[src/rtl/core/credential_hash_table_defines.svh]
// Assertion macros used by the credential hash table RTL.
`ifndef CREDENTIAL_HASH_TABLE_DEFINES_SVH
`define CREDENTIAL_HASH_TABLE_DEFINES_SVH

// Same-cycle implication, sampled on i_clk, quiet during reset.
`define CHT_ASSERT_NOW(label, ante, cons, msg) \
    label: assert property (@(posedge i_clk) disable iff (!i_rst_n) (ante) |-> (cons)) \
        else $error(msg);

// Next-cycle implication, sampled on i_clk, quiet during reset.
`define CHT_ASSERT_NEXT(label, ante, cons, msg) \
    label: assert property (@(posedge i_clk) disable iff (!i_rst_n) (ante) |=> (cons)) \
        else $error(msg);

`endif

[src/rtl/core/cht_pkg.sv]
// Types, constants and codes of the credential hash table.
package cht_pkg;

    localparam int DEPTH     = 32;
    localparam int ADDR_W    = $clog2(DEPTH);
    localparam int CNT_W     = $clog2(DEPTH + 1);
    localparam int HASH_W    = 32;
    localparam int IDX_W     = 5;
    localparam int CNT_OUT_W = 6;

    localparam logic [2:0] OP_APPEND     = 3'd0;
    localparam logic [2:0] OP_READ       = 3'd1;
    localparam logic [2:0] OP_WRITE      = 3'd2;
    localparam logic [2:0] OP_FIND       = 3'd3;
    localparam logic [2:0] OP_CLEAR      = 3'd4;
    localparam logic [2:0] OP_SET_CURSOR = 3'd5;

    typedef enum logic [2:0] {
        ST_IDLE,
        ST_EXEC,
        ST_RDWAIT,
        ST_SCAN,
        ST_DONE
    } t_state;

    typedef struct packed {
        logic [2:0]        op;
        logic              pick_pin;
        logic              use_cursor;
        logic [IDX_W-1:0]  index;
        logic [HASH_W-1:0] first_value;
        logic [HASH_W-1:0] second_value;
    } t_in_item;

    typedef struct packed {
        logic                 ok;
        logic [HASH_W-1:0]    hash_out;
        logic [IDX_W-1:0]     found_index;
        logic [CNT_OUT_W-1:0] entry_count;
        logic                 cursor_valid;
        logic [IDX_W-1:0]     cursor_index;
    } t_out_item;

    typedef struct packed {
        logic              wr_id;
        logic              wr_pin;
        logic [ADDR_W-1:0] wr_addr;
        logic [HASH_W-1:0] wr_id_data;
        logic [HASH_W-1:0] wr_pin_data;
        logic [ADDR_W-1:0] rd_addr;
        logic              rd_pin;
    } t_store_ctl;

endpackage

[src/rtl/core/cht_store.sv]
// Hash storage: ID and PIN columns with one write port and a registered read.
module cht_store
    import cht_pkg::*;
(
    input  logic              i_clk,
    input  t_store_ctl        i_ctl,
    output logic [HASH_W-1:0] o_rd_data
);

    logic [HASH_W-1:0] r_id_mem  [DEPTH];
    logic [HASH_W-1:0] r_pin_mem [DEPTH];
    logic [HASH_W-1:0] r_rd_data;

    always_ff @(posedge i_clk) begin
        if (i_ctl.wr_id) begin
            r_id_mem[i_ctl.wr_addr] <= i_ctl.wr_id_data;
        end
        if (i_ctl.wr_pin) begin
            r_pin_mem[i_ctl.wr_addr] <= i_ctl.wr_pin_data;
        end
    end

    always_ff @(posedge i_clk) begin
        if (i_ctl.rd_pin) begin
            r_rd_data <= r_pin_mem[i_ctl.rd_addr];
        end else begin
            r_rd_data <= r_id_mem[i_ctl.rd_addr];
        end
    end

    assign o_rd_data = r_rd_data;

endmodule

[src/rtl/core/credential_hash_table.sv]
// Sequence: a word is accepted in ST_IDLE and executed in ST_EXEC; a read that succeeds
// then passes ST_RDWAIT, and a find on a non-empty table compares entries in ST_SCAN
// until a hit or the last entry. Every word then reaches ST_DONE. Words are taken one at
// a time; the single store read port and one shared comparator set the find's worst case.
// A finished result waits in the output register while the next word is accepted.
// Reset (synchronous, active low) empties the table and disables the cursor; hashes stay.
`include "credential_hash_table_defines.svh"

module credential_hash_table
    import cht_pkg::*;
(
    input  logic      i_clk,
    input  logic      i_rst_n,
    input  logic      i_in_valid,
    output logic      o_in_ready,
    input  t_in_item  i_in_data,
    output logic      o_out_valid,
    input  logic      i_out_ready,
    output t_out_item o_out_data
);

    // Sequencer state and the word under work.
    t_state            r_state, n_state;
    t_in_item          r_item, n_item;

    // Table bookkeeping.
    logic [CNT_W-1:0]  r_count, n_count;
    logic [IDX_W-1:0]  r_cursor, n_cursor;
    logic              r_cursor_on, n_cursor_on;

    // Result under construction and the find scan position.
    logic              r_ok, n_ok;
    logic [HASH_W-1:0] r_hash, n_hash;
    logic [IDX_W-1:0]  r_found, n_found;
    logic [ADDR_W-1:0] r_scan, n_scan;

    // Output register, parts the result side from the input side.
    logic              r_out_valid, n_out_valid;
    t_out_item         r_out_data, n_out_data;

    // Store access.
    t_store_ctl        store_ctl;
    logic [HASH_W-1:0] rd_data;

    // Shared decode.
    logic [IDX_W-1:0]  pos;
    logic              pos_ok;
    logic              full;
    logic              hit;
    logic              scan_last;
    logic              out_free;

    assign pos       = r_item.use_cursor ? r_cursor : r_item.index;
    assign pos_ok    = (!r_item.use_cursor || r_cursor_on) && (CNT_W'(pos) < r_count);
    assign full      = (r_count == CNT_W'(DEPTH));
    // One comparator serves the whole find scan.
    assign hit       = (rd_data == r_item.first_value);
    assign scan_last = ((CNT_W'(r_scan) + CNT_W'(1)) >= r_count);
    assign out_free  = !r_out_valid || i_out_ready;

    assign o_in_ready  = (r_state == ST_IDLE);
    assign o_out_valid = r_out_valid;
    assign o_out_data  = r_out_data;

    cht_store u_store (
        .i_clk     (i_clk),
        .i_ctl     (store_ctl),
        .o_rd_data (rd_data)
    );

    // Next state.
    always_comb begin
        n_state = r_state;
        case (r_state)
            ST_IDLE: begin
                if (i_in_valid) begin
                    n_state = ST_EXEC;
                end
            end
            ST_EXEC: begin
                if (r_item.op == OP_READ && pos_ok) begin
                    n_state = ST_RDWAIT;
                end else if (r_item.op == OP_FIND && r_count != '0) begin
                    n_state = ST_SCAN;
                end else begin
                    n_state = ST_DONE;
                end
            end
            ST_RDWAIT: begin
                n_state = ST_DONE;
            end
            ST_SCAN: begin
                if (hit || scan_last) begin
                    n_state = ST_DONE;
                end
            end
            ST_DONE: begin
                if (out_free) begin
                    n_state = ST_IDLE;
                end
            end
            default: begin
                n_state = ST_IDLE;
            end
        endcase
    end

    // Datapath and store control.
    always_comb begin
        n_item      = r_item;
        n_count     = r_count;
        n_cursor    = r_cursor;
        n_cursor_on = r_cursor_on;
        n_ok        = r_ok;
        n_hash      = r_hash;
        n_found     = r_found;
        n_scan      = r_scan;
        n_out_valid = r_out_valid && !i_out_ready;
        n_out_data  = r_out_data;

        store_ctl.wr_id       = 1'b0;
        store_ctl.wr_pin      = 1'b0;
        store_ctl.wr_addr     = ADDR_W'(pos);
        store_ctl.wr_id_data  = r_item.first_value;
        store_ctl.wr_pin_data = r_item.first_value;
        store_ctl.rd_addr     = ADDR_W'(pos);
        store_ctl.rd_pin      = r_item.pick_pin;

        case (r_state)
            ST_IDLE: begin
                if (i_in_valid) begin
                    n_item = i_in_data;
                end
            end
            ST_EXEC: begin
                n_ok    = 1'b0;
                n_hash  = '0;
                n_found = '0;
                case (r_item.op)
                    OP_APPEND: begin
                        if (!full) begin
                            store_ctl.wr_id       = 1'b1;
                            store_ctl.wr_pin      = 1'b1;
                            store_ctl.wr_addr     = ADDR_W'(r_count);
                            store_ctl.wr_pin_data = r_item.second_value;
                            n_count = r_count + CNT_W'(1);
                            if (!r_cursor_on) begin
                                n_cursor_on = 1'b1;
                                n_cursor    = '0;
                            end
                            n_ok = 1'b1;
                        end
                    end
                    OP_READ: begin
                        // Read address is pos by default; data lands next cycle.
                    end
                    OP_WRITE: begin
                        if (pos_ok) begin
                            store_ctl.wr_id  = !r_item.pick_pin;
                            store_ctl.wr_pin = r_item.pick_pin;
                            n_ok = 1'b1;
                        end
                    end
                    OP_FIND: begin
                        // Prime the scan with the first entry.
                        store_ctl.rd_addr = '0;
                        n_scan = '0;
                    end
                    OP_CLEAR: begin
                        n_count     = '0;
                        n_cursor    = '0;
                        n_cursor_on = 1'b0;
                        n_ok        = 1'b1;
                    end
                    OP_SET_CURSOR: begin
                        if (CNT_W'(r_item.index) < r_count) begin
                            n_cursor = r_item.index;
                            n_ok     = 1'b1;
                        end
                    end
                    default: begin
                    end
                endcase
            end
            ST_RDWAIT: begin
                n_hash = rd_data;
                n_ok   = 1'b1;
            end
            ST_SCAN: begin
                // Fetch the next entry while comparing the current one.
                store_ctl.rd_addr = r_scan + ADDR_W'(1);
                if (hit) begin
                    n_ok    = 1'b1;
                    n_found = IDX_W'(r_scan);
                end else begin
                    n_scan = r_scan + ADDR_W'(1);
                end
            end
            ST_DONE: begin
                if (out_free) begin
                    n_out_valid              = 1'b1;
                    n_out_data.ok            = r_ok;
                    n_out_data.hash_out      = r_hash;
                    n_out_data.found_index   = r_found;
                    n_out_data.entry_count   = CNT_OUT_W'(r_count);
                    n_out_data.cursor_valid  = r_cursor_on;
                    n_out_data.cursor_index  = r_cursor_on ? r_cursor : '0;
                end
            end
            default: begin
            end
        endcase
    end

    // Control registers.
    always_ff @(posedge i_clk) begin
        if (!i_rst_n) begin
            r_state     <= ST_IDLE;
            r_count     <= '0;
            r_cursor    <= '0;
            r_cursor_on <= 1'b0;
            r_out_valid <= 1'b0;
        end else begin
            r_state     <= n_state;
            r_count     <= n_count;
            r_cursor    <= n_cursor;
            r_cursor_on <= n_cursor_on;
            r_out_valid <= n_out_valid;
        end
    end

    // Payload registers.
    always_ff @(posedge i_clk) begin
        r_item     <= n_item;
        r_ok       <= n_ok;
        r_hash     <= n_hash;
        r_found    <= n_found;
        r_scan     <= n_scan;
        r_out_data <= n_out_data;
    end

    // Hold the entry count within the table.
    `CHT_ASSERT_NOW(a_count_bound, 1'b1, r_count <= CNT_W'(DEPTH), "entry count beyond depth")
    // Keep the cursor enabled exactly while the table holds entries.
    `CHT_ASSERT_NOW(a_cursor_tracks_count, 1'b1, (r_count != '0) == r_cursor_on,
                    "cursor enable out of step with entry count")
    // Advance an accepted word straight into execution.
    `CHT_ASSERT_NEXT(a_accept_exec, i_in_valid && o_in_ready, r_state == ST_EXEC,
                     "accepted word did not enter execution")
    // Keep the find scan inside the filled part of the table.
    `CHT_ASSERT_NOW(a_scan_in_range, r_state == ST_SCAN, CNT_W'(r_scan) < r_count,
                    "find scan beyond entry count")

endmodule
[config.mk]
export PLATFORM = sky130hd
export DESIGN_NAME = credential_hash_table
export DESIGN_NICKNAME = d
export VERILOG_FILES = /design/src/rtl/core/cht_pkg.sv /design/src/rtl/core/cht_store.sv /design/src/rtl/core/credential_hash_table.sv
export VERILOG_INCLUDE_DIRS = /design/src /design/src/rtl/core
export SDC_FILE = /design/constraint.sdc
export NUM_CORES = 2
export LEC_CHECK = 0
export ABC_AREA = 0
export CAP_MARGIN = 30
export CELL_PAD_IN_SITES_DETAIL_PLACEMENT = 0
export CELL_PAD_IN_SITES_GLOBAL_PLACEMENT = 1
export CORE_MARGIN = 2
export CORE_UTILIZATION = 45
export CTS_BUF_LIST = sky130_fd_sc_hd__clkbuf_8 sky130_fd_sc_hd__clkbuf_16
export CTS_CLUSTER_DIAMETER = 30
export DETAILED_ROUTE_END_ITERATION = 8
export DONT_BUFFER_PORTS = 1
export PLACE_DENSITY = 0.73
export SLEW_MARGIN = 20
export SYNTH_ARGS = -nofsm -noshare
export SYNTH_HDL_FRONTEND = slang
export SYNTH_SLANG_ARGS = --single-unit
[constraint.sdc]
create_clock -name i_clk -period 3.9 [get_ports i_clk]
set_input_delay 0.39 -clock i_clk [delete_from_list [all_inputs] [get_ports i_clk]]
set_output_delay 0.39 -clock i_clk [all_outputs]
set_load 0.05 [all_outputs]
Word level (Yosys, flattened, before mapping)
Memories as Yosys holds them, arrays and structs flattened.
Index checks and enable logic that the tools add are counted.
{ "word_totals": {"input_bits": 78, "n_memories": 2, "elab_cells": 120, "register_bits": 215, "mem_bits_rw": 2048, "output_inout_bits": 52} }
{ "mem_list": {"columns": ["name", "depth", "width", "rd", "rd_ports_with_merged_regs", "wr", "line_no", "text"], "rows": [
  ["u_store.r_id_mem", 32, 32, 1, 0, 1, "cht_store.sv:10", "logic [HASH_W-1:0] r_id_mem [DEPTH];"],
  ["u_store.r_pin_mem", 32, 32, 1, 0, 1, "cht_store.sv:11", "logic [HASH_W-1:0] r_pin_mem [DEPTH];"]
]} }
{ "classes": {"n_addsub": 3, "muxes": 44, "reduce_logical": 27, "n_lt_le_gt_ge": 3, "n_eq_ne": 19} }
{ "op_table": {"columns": ["operator", "count"], "rows": [
  ["$mux W32", 4],
  ["$pmux W32 S2", 1],
  ["$mux W5", 9],
  ["$eq A32 B32 Y1", 1],
  ["$pmux W5 S2", 3],
  ["$ne A2 B2 Y1 const B", 8],
  ["$mux W3", 5],
  ["$pmux W3 S5", 1],
  ["$pmux W5 S3", 1],
  ["$mux W7", 2],
  ["$eq A3 B2 Y1 const B", 4],
  ["$lt A5 B6 Y1", 2],
  ["$pmux W6 S2", 1],
  ["$mux W1", 11],
  ["$eq A3 B3 Y1 const B", 3],
  ["$reduce_and A3 Y1", 3],
  ["$reduce_and A2 Y1", 4],
  ["$add A5 B1 Y6 const B", 1],
  ["$add A6 B1 Y6 const B", 1],
  ["$eq A3 B1 Y1 const B", 2],
  ["$eq A6 B6 Y1 const B", 1],
  ["$ge A6 B6 Y1", 1],
  ["$logic_not A3 Y1", 2],
  ["$mux W6", 1],
  ["13 further kinds", 24]
]} }

Logic depth before layout (Yosys ltp)
{ "logic_depth": {"ltp_word": 8, "depth_mapped": 14, "depth_no_buf": 10} }

Cells and area by module
Synthesis repeated with hierarchy kept, for this count alone.
{ "hier_totals": {"hier_cells": 3933, "area_unflattened_um2": 86067.5} }
{ "modules_own_cells": {"columns": ["module", "n_inst", "area_per_inst_um2", "seq_area_each_um2", "cells_each"], "rows": [
  ["cht_store", 1, 78454.0, 62139.6, 3369],
  ["credential_hash_table", 1, 7613.6, 5335.1, 564]
]} }

Worst setup path before layout
Ideal clock, no wire load.
{ "synth_timing": {"kind": "register to register", "from": "register r_item[69] (netlist name)", "to": "memory u_store.r_pin_mem[31][0] (enable)", "path_buffers": 1, "synth_period_minus_slack_ns": 4.255, "t_required_ns": 3.479, "path_slack_ns": -0.355, "t_arrival_ns": 3.833, "setup_time_ns": 0.421, "stages_incl_launch_ff": 12, "cell_sequence": "edfxtp_1 > buf_4 > mux2i_1 > inv_1 > ha_1 > a21boi_0 > o21a_1 > o21a_1 > o21a_1 > o211ai_1 > nand2_1 > nor2_1"} }
{ "synth_between": {"elab_chain_len": 8, "word_cells_on_any_way": 12, "classes_between": "1 x order compare; 8 x mux; 3 x reduce/logical"} }
{ "synth_lines": {"columns": ["item", "line_no", "text"], "rows": [
  ["start: declaration", "credential_hash_table.sv:24", "t_in_item r_item, n_item;"],
  ["start signal: assignment", "credential_hash_table.sv:234", "r_item <= n_item;"],
  ["$mux W5 or $logic_not A1 Y1 (tied branches)", "credential_hash_table.sv:53, credential_hash_table.sv:54", null],
  ["$lt A5 B6 Y1 or $logic_or A1 B1 Y1 (tied branches)", "credential_hash_table.sv:54", "assign pos_ok = (!r_item.use_cursor || r_cursor_on) && (CNT_W'(pos) < r_count);"],
  ["$logic_and A1 B1 Y1", "credential_hash_table.sv:54", null],
  ["$mux W2", "credential_hash_table.sv:158", "if (pos_ok) begin"],
  ["$pmux W2 S2", "credential_hash_table.sv:139", "case (r_item.op)"],
  ["$mux W7 (*)", "credential_hash_table.sv:129", "case (r_state)"],
  ["$mux W1", "cht_store.sv:18", "if (i_ctl.wr_pin) begin"],
  ["$mux W1 (not written as such)", "cht_store.sv:19", "r_pin_mem[i_ctl.wr_addr] <= i_ctl.wr_pin_data;"],
  ["end: declaration", "cht_store.sv:11", null]
]} }
Every way passes the cells marked *; elsewhere a longest branch is shown, timed or not.

Final worst setup path
{ "layout_timing": {"from": "register r_scan[0]", "to": "register u_store.r_rd_data[7] (netlist: u_store.o_rd_data[7])"} }
{ "layout_between": {"elab_chain_len": 4, "word_cells_on_any_way": 5, "classes_between": "1 x add/sub; 2 x mux; 2 x memory"} }
{ "layout_lines": {"columns": ["item", "line_no", "text"], "rows": [
  ["start: declaration", "credential_hash_table.sv:35", "logic [ADDR_W-1:0] r_scan, n_scan;"],
  ["start signal: assignment", "credential_hash_table.sv:238", "r_scan <= n_scan;"],
  ["$add A5 B1 Y5 (*)", "credential_hash_table.sv:191", "store_ctl.rd_addr = r_scan + ADDR_W'(1);"],
  ["$pmux W5 S2 (*)", "credential_hash_table.sv:129", null],
  ["$mem_v2 Z32 W32, on equally long branches", null, null],
  ["$mux W32 (*)", "cht_store.sv:24", "if (i_ctl.rd_pin) begin"],
  ["end signal: assignment", "cht_store.sv:25", "r_rd_data <= r_pin_mem[i_ctl.rd_addr];"],
  ["end signal: assignment", "cht_store.sv:27", "r_rd_data <= r_id_mem[i_ctl.rd_addr];"],
  ["end: declaration", "cht_store.sv:12", "logic [HASH_W-1:0] r_rd_data;"]
]} }
Marks and branches as above.
A chain may end at the register's enable or synchronous reset.

==> run_results.csv <==
group,metric,value,unit
timing,min_period,3.891,ns
timing,hold_viol_final,0,
global_route,grt_use_total,0.2783,
die,initial_utilization,0.4530,
clock_network,clk_path_buf_depth,4,
setup_path,critPathSlowestCell,"o2bb2ai_1",
layout,syn2layout_area_growth,26.07,%
timing,tightest_slew,0.9257,ns
global_route,antenna_found_initial,7,
timing,setup_violations,0,
timing,max_slew_margin,0.3820,
power_and_ir_drop,power.share.switching,0.2388,
global_route,grt_max_degree,93,
power_and_ir_drop,ir_drop,0.0004812,V
timing,period_share,0.9977,
die,die_w,446.8,um
clock_network,path_clk_slew,0.06,ns
clock_network,worstSkewPairLatency,1.00,ns
global_route,overflow,0,
timing,skew,0.1028,ns
power_and_ir_drop,combPwrFrac,0.080,
power_and_ir_drop,powerDensity,636.3,mW/mm^2
timing,finalSetupTns,0,ns
placement,dp_cells,8626,
power_and_ir_drop,sequentialPowerShare,0.396,
clock_network,cts-buffers-inserted,434,
setup_path,startpoint_type,"flop",
timing,hold-worst-slack,0.03245,ns
setup_path,cp.required,4.79,ns
power_and_ir_drop,leakagePower,39.40,nW
placement,port_buffers,0,
die,die_y,446.8,um
layout,fill_cells,14830,
layout,nNetsFinal,6627,
die,io_pins,130,
placement,place_area,0.09547,sq mm
setup_path,crit_chain,"ha_1 > xnor2_2 > nor2_1 > nor2_1 > buf_4 > nor2_4 > buf_4 > a2111oi_0 > buf_4 > o2bb2ai_1 > o21a_1",
layout,fin_util,0.5711,
route,drt_pass1_iterations,6,
setup_path,cp_max_fo,19,
power_and_ir_drop,intPower,53.87,mW
logic_synthesis,ys_seq_area_frac,0.7647,
min_path,worstHoldStart,"i_in_data[50]",
route,drcViolationCount,0,
global_route,grt_pass1_wl,396.2,mm
layout,drive_gt1_frac,0.1869,
logic_synthesis,synth_nets,6010,
logic_synthesis,ys_warn_count,0,
setup_path,path_buf_inv,3,
route,vias,56920,
setup_path,crit_top_cell,"buf_4",
setup_path,cp-startpoint,"r_scan[0]",
timing,fin_ws,0.008877,ns
timing,drv_slew,0,
clock_network,cts_tree,"done",
logic_synthesis,async_flop_share,0,
setup_path,critPathMaxStageDelay,0.51,ns
setup_path,criticalPathCategory,"flop to flop",
layout,final_cells,9509,
clock_network,cts_sinks,2263,
flow_run,maxCapViolCount,0,
route,drtIter0Drc,7573,
logic_synthesis,synth.avg_cell_area,14.92,sq um
logic_synthesis,netlist_instances,5915,
placement,place_congestion,0.8894,
layout,fin_area,0.1112,sq mm
logic_synthesis,ys.flop_type,"edfxtp_1",
setup_path,critPathArrivalTime,4.78,ns
setup_path,critPathCaptureType,"flop",
setup_path,rrSetupSlack,0.009,ns
logic_synthesis,yosys.cell_types.count,77,
setup_path,crit_family,"simple AND/OR/NAND/NOR gates",
route,drt-vias-per-instance,5.986,
power_and_ir_drop,p_total,70.78,mW
logic_synthesis,synth-seq-cells,2263,
timing,rsz0062_at_grt,"yes",
outcome,status,"completed",
min_path,min_path_type,"input port to flop",
logic_synthesis,synth_edf_count,2215,
global_route,grt_pass1_vias,54970,
power_and_ir_drop,switchingPower,16.90,mW
route,detail-route-antenna-nets,0,
clock_network,h-tree-depth,5,
placement,pre_cts_ws,-0.1857,ns
die,dieArea,0.1996,sq mm
route,routed_wl,282.8,mm
clock_network,clockRootBuffer,"clkbuf_16",
setup_path,rr_startpoint,"r_scan[0]",
power_and_ir_drop,clock_power_share,0.524,
die,num_rows,162,
logic_synthesis,syn-cell-area,0.08823,sq mm
die,core,0.1948,sq mm
placement,post-dp-hpwl,161.7,mm
route,drt-wirelength-per-cell,29.74,um
timing,fmax,0.2570,GHz
[layout make-up]
class	instances	area, sq um	area share
Sequential cell	2263	67470	0.6066
Multi-Input combinational cell	3276	19780	0.1778
Clock buffer	439	10990	0.09876
Timing Repair Buffer	539	5968	0.05365
Clock inverter	345	3666	0.03296
Tap cell	2624	3283	0.02951
Inverter	18	67.56	0.0006074
Antenna cell	5	12.51	0.0001125
[flip-flops by register name, summed over array words and instances, names as in the netlist, 3 cells and up]
signal,cells
o_out_data,50
r_count,6
r_cursor,5
r_found,5
r_hash,32
r_item,74
r_scan,5
r_state,3
u_store.o_rd_data,32
u_store.r_id_mem,1024
u_store.r_pin_mem,1024
[layer usage]
metal	GRT usage	vias to the layer above	wire length, um	part of all wire
li1	-	24030	-	-
met1	0.3764	28860	110100	0.39
met2	0.4336	3367	130200	0.46
met3	0.06699	660	30830	0.11
met4	0.1127	0	11660	0.041
met5	0	-	0	0
[cells in the final DEF, fill, tap and decap left out, types with 13 or more instances in the layout]
cell type      instances
clkinvlp_4            57
o22ai_1              141
buf_12               135
clkinv_4              35
edfxtp_1            2215
o211ai_1              20
a2bb2oi_1             28
mux2_2                15
inv_6                 25
o221ai_1              27
o21ai_0               50
a311oi_1              25
a21oi_1              466
mux2i_1              381
o2bb2ai_1             23
a221oi_1              13
xor2_1                33
inv_1                 56
dfxtp_1               48
or4_1                 32
and3_1                77
dlygate4sd3_1         90
nand2_1             1254
clkbuf_16            439
nor2_1                44
nand3_1               36
o21a_1                20
ha_1                  17
clkinv_1              55
nor2_4                68
a31oi_1               48
buf_4                310
a211oi_1              70
nor4_1               106
clkinv_2              64
a2111oi_0             56
nor3_1                24
bufinv_16             65
and2_1                43
[power by group through the flow]
stage | clock, mW | combinational (mW) | sequential (mW)
floorplan | 0 | 2.77 | 28.3
global placement | 0 | 5.34 | 28.5
detailed placement | 0 | 5.42 | 28.5
CTS | 37.3 | 5.56 | 28.0
global route | 38.5 | 5.95 | 28.0
finish | 37.1 | 5.67 | 28.0
[cells in the mapped netlist (all sizes together), types with 15 or more instances]
master   count  area [sq um]
ha          17         212.7
mux2        15         168.9
o21a        20         150.1
nand2     1259          4728
o221ai      31         271.5
nor3        26         130.1
inv         18         67.56
a31oi       49         306.5
a21oi      470          2356
or4         32         240.2
edfxtp    2215         66510
a311oi      25         219.0
a2bb2oi     28         245.2
mux2i      384          3847
and3        78         488.0
o22ai      142         888.4
a2111oi     76         696.9
o21ai       52         260.3
a211oi      76         600.6
dfxtp       48         960.9
nor4       111         694.4
nor2       116         435.4
clkbuf     173         649.4
buf        185          1075
xor2        33         289.0
and2        45         284.0
o211ai      21         162.6
nand3       38         190.2
o2bb2ai     25         219.0
[worst paths after layout]
| kind | cells past startpoint | endpoint |
|---|---|---|
| max | 11 | u_store.o_rd_data[7] |
| min | 1 | r_item[50] |
| max reg2reg | 11 | u_store.o_rd_data[7] |
| min reg2reg | 0 | o_out_data[24] |
[what timing repair did]
item / 4_1_cts / 5_1_grt
resized for setup: 11 / 29
pin swaps: 1 / 2
setup buffers: 1 / 3
hold buffers: 90 / 0
endpoints found under the hold margin: 113 / 0
setup endpoints to repair: 12 / 33
[kinds of logic (layout without fill, tap and decap cells)]
kind of cell	Yosys count	count (layout)	share of synthesized area
buffers and inverters	376	1341	0.02031
DFF	2263	2263	0.7647
adders and majority gates	17	17	0.002411
AOI/OAI and AO/OA	1090	1090	0.07958
xor gates and xnor gates	35	35	0.003474
and+or+nand+nor	1735	1735	0.08398
other	0	5	0
muxes	399	399	0.04552
Note: power is estimated with default switching activity, not from simulation.
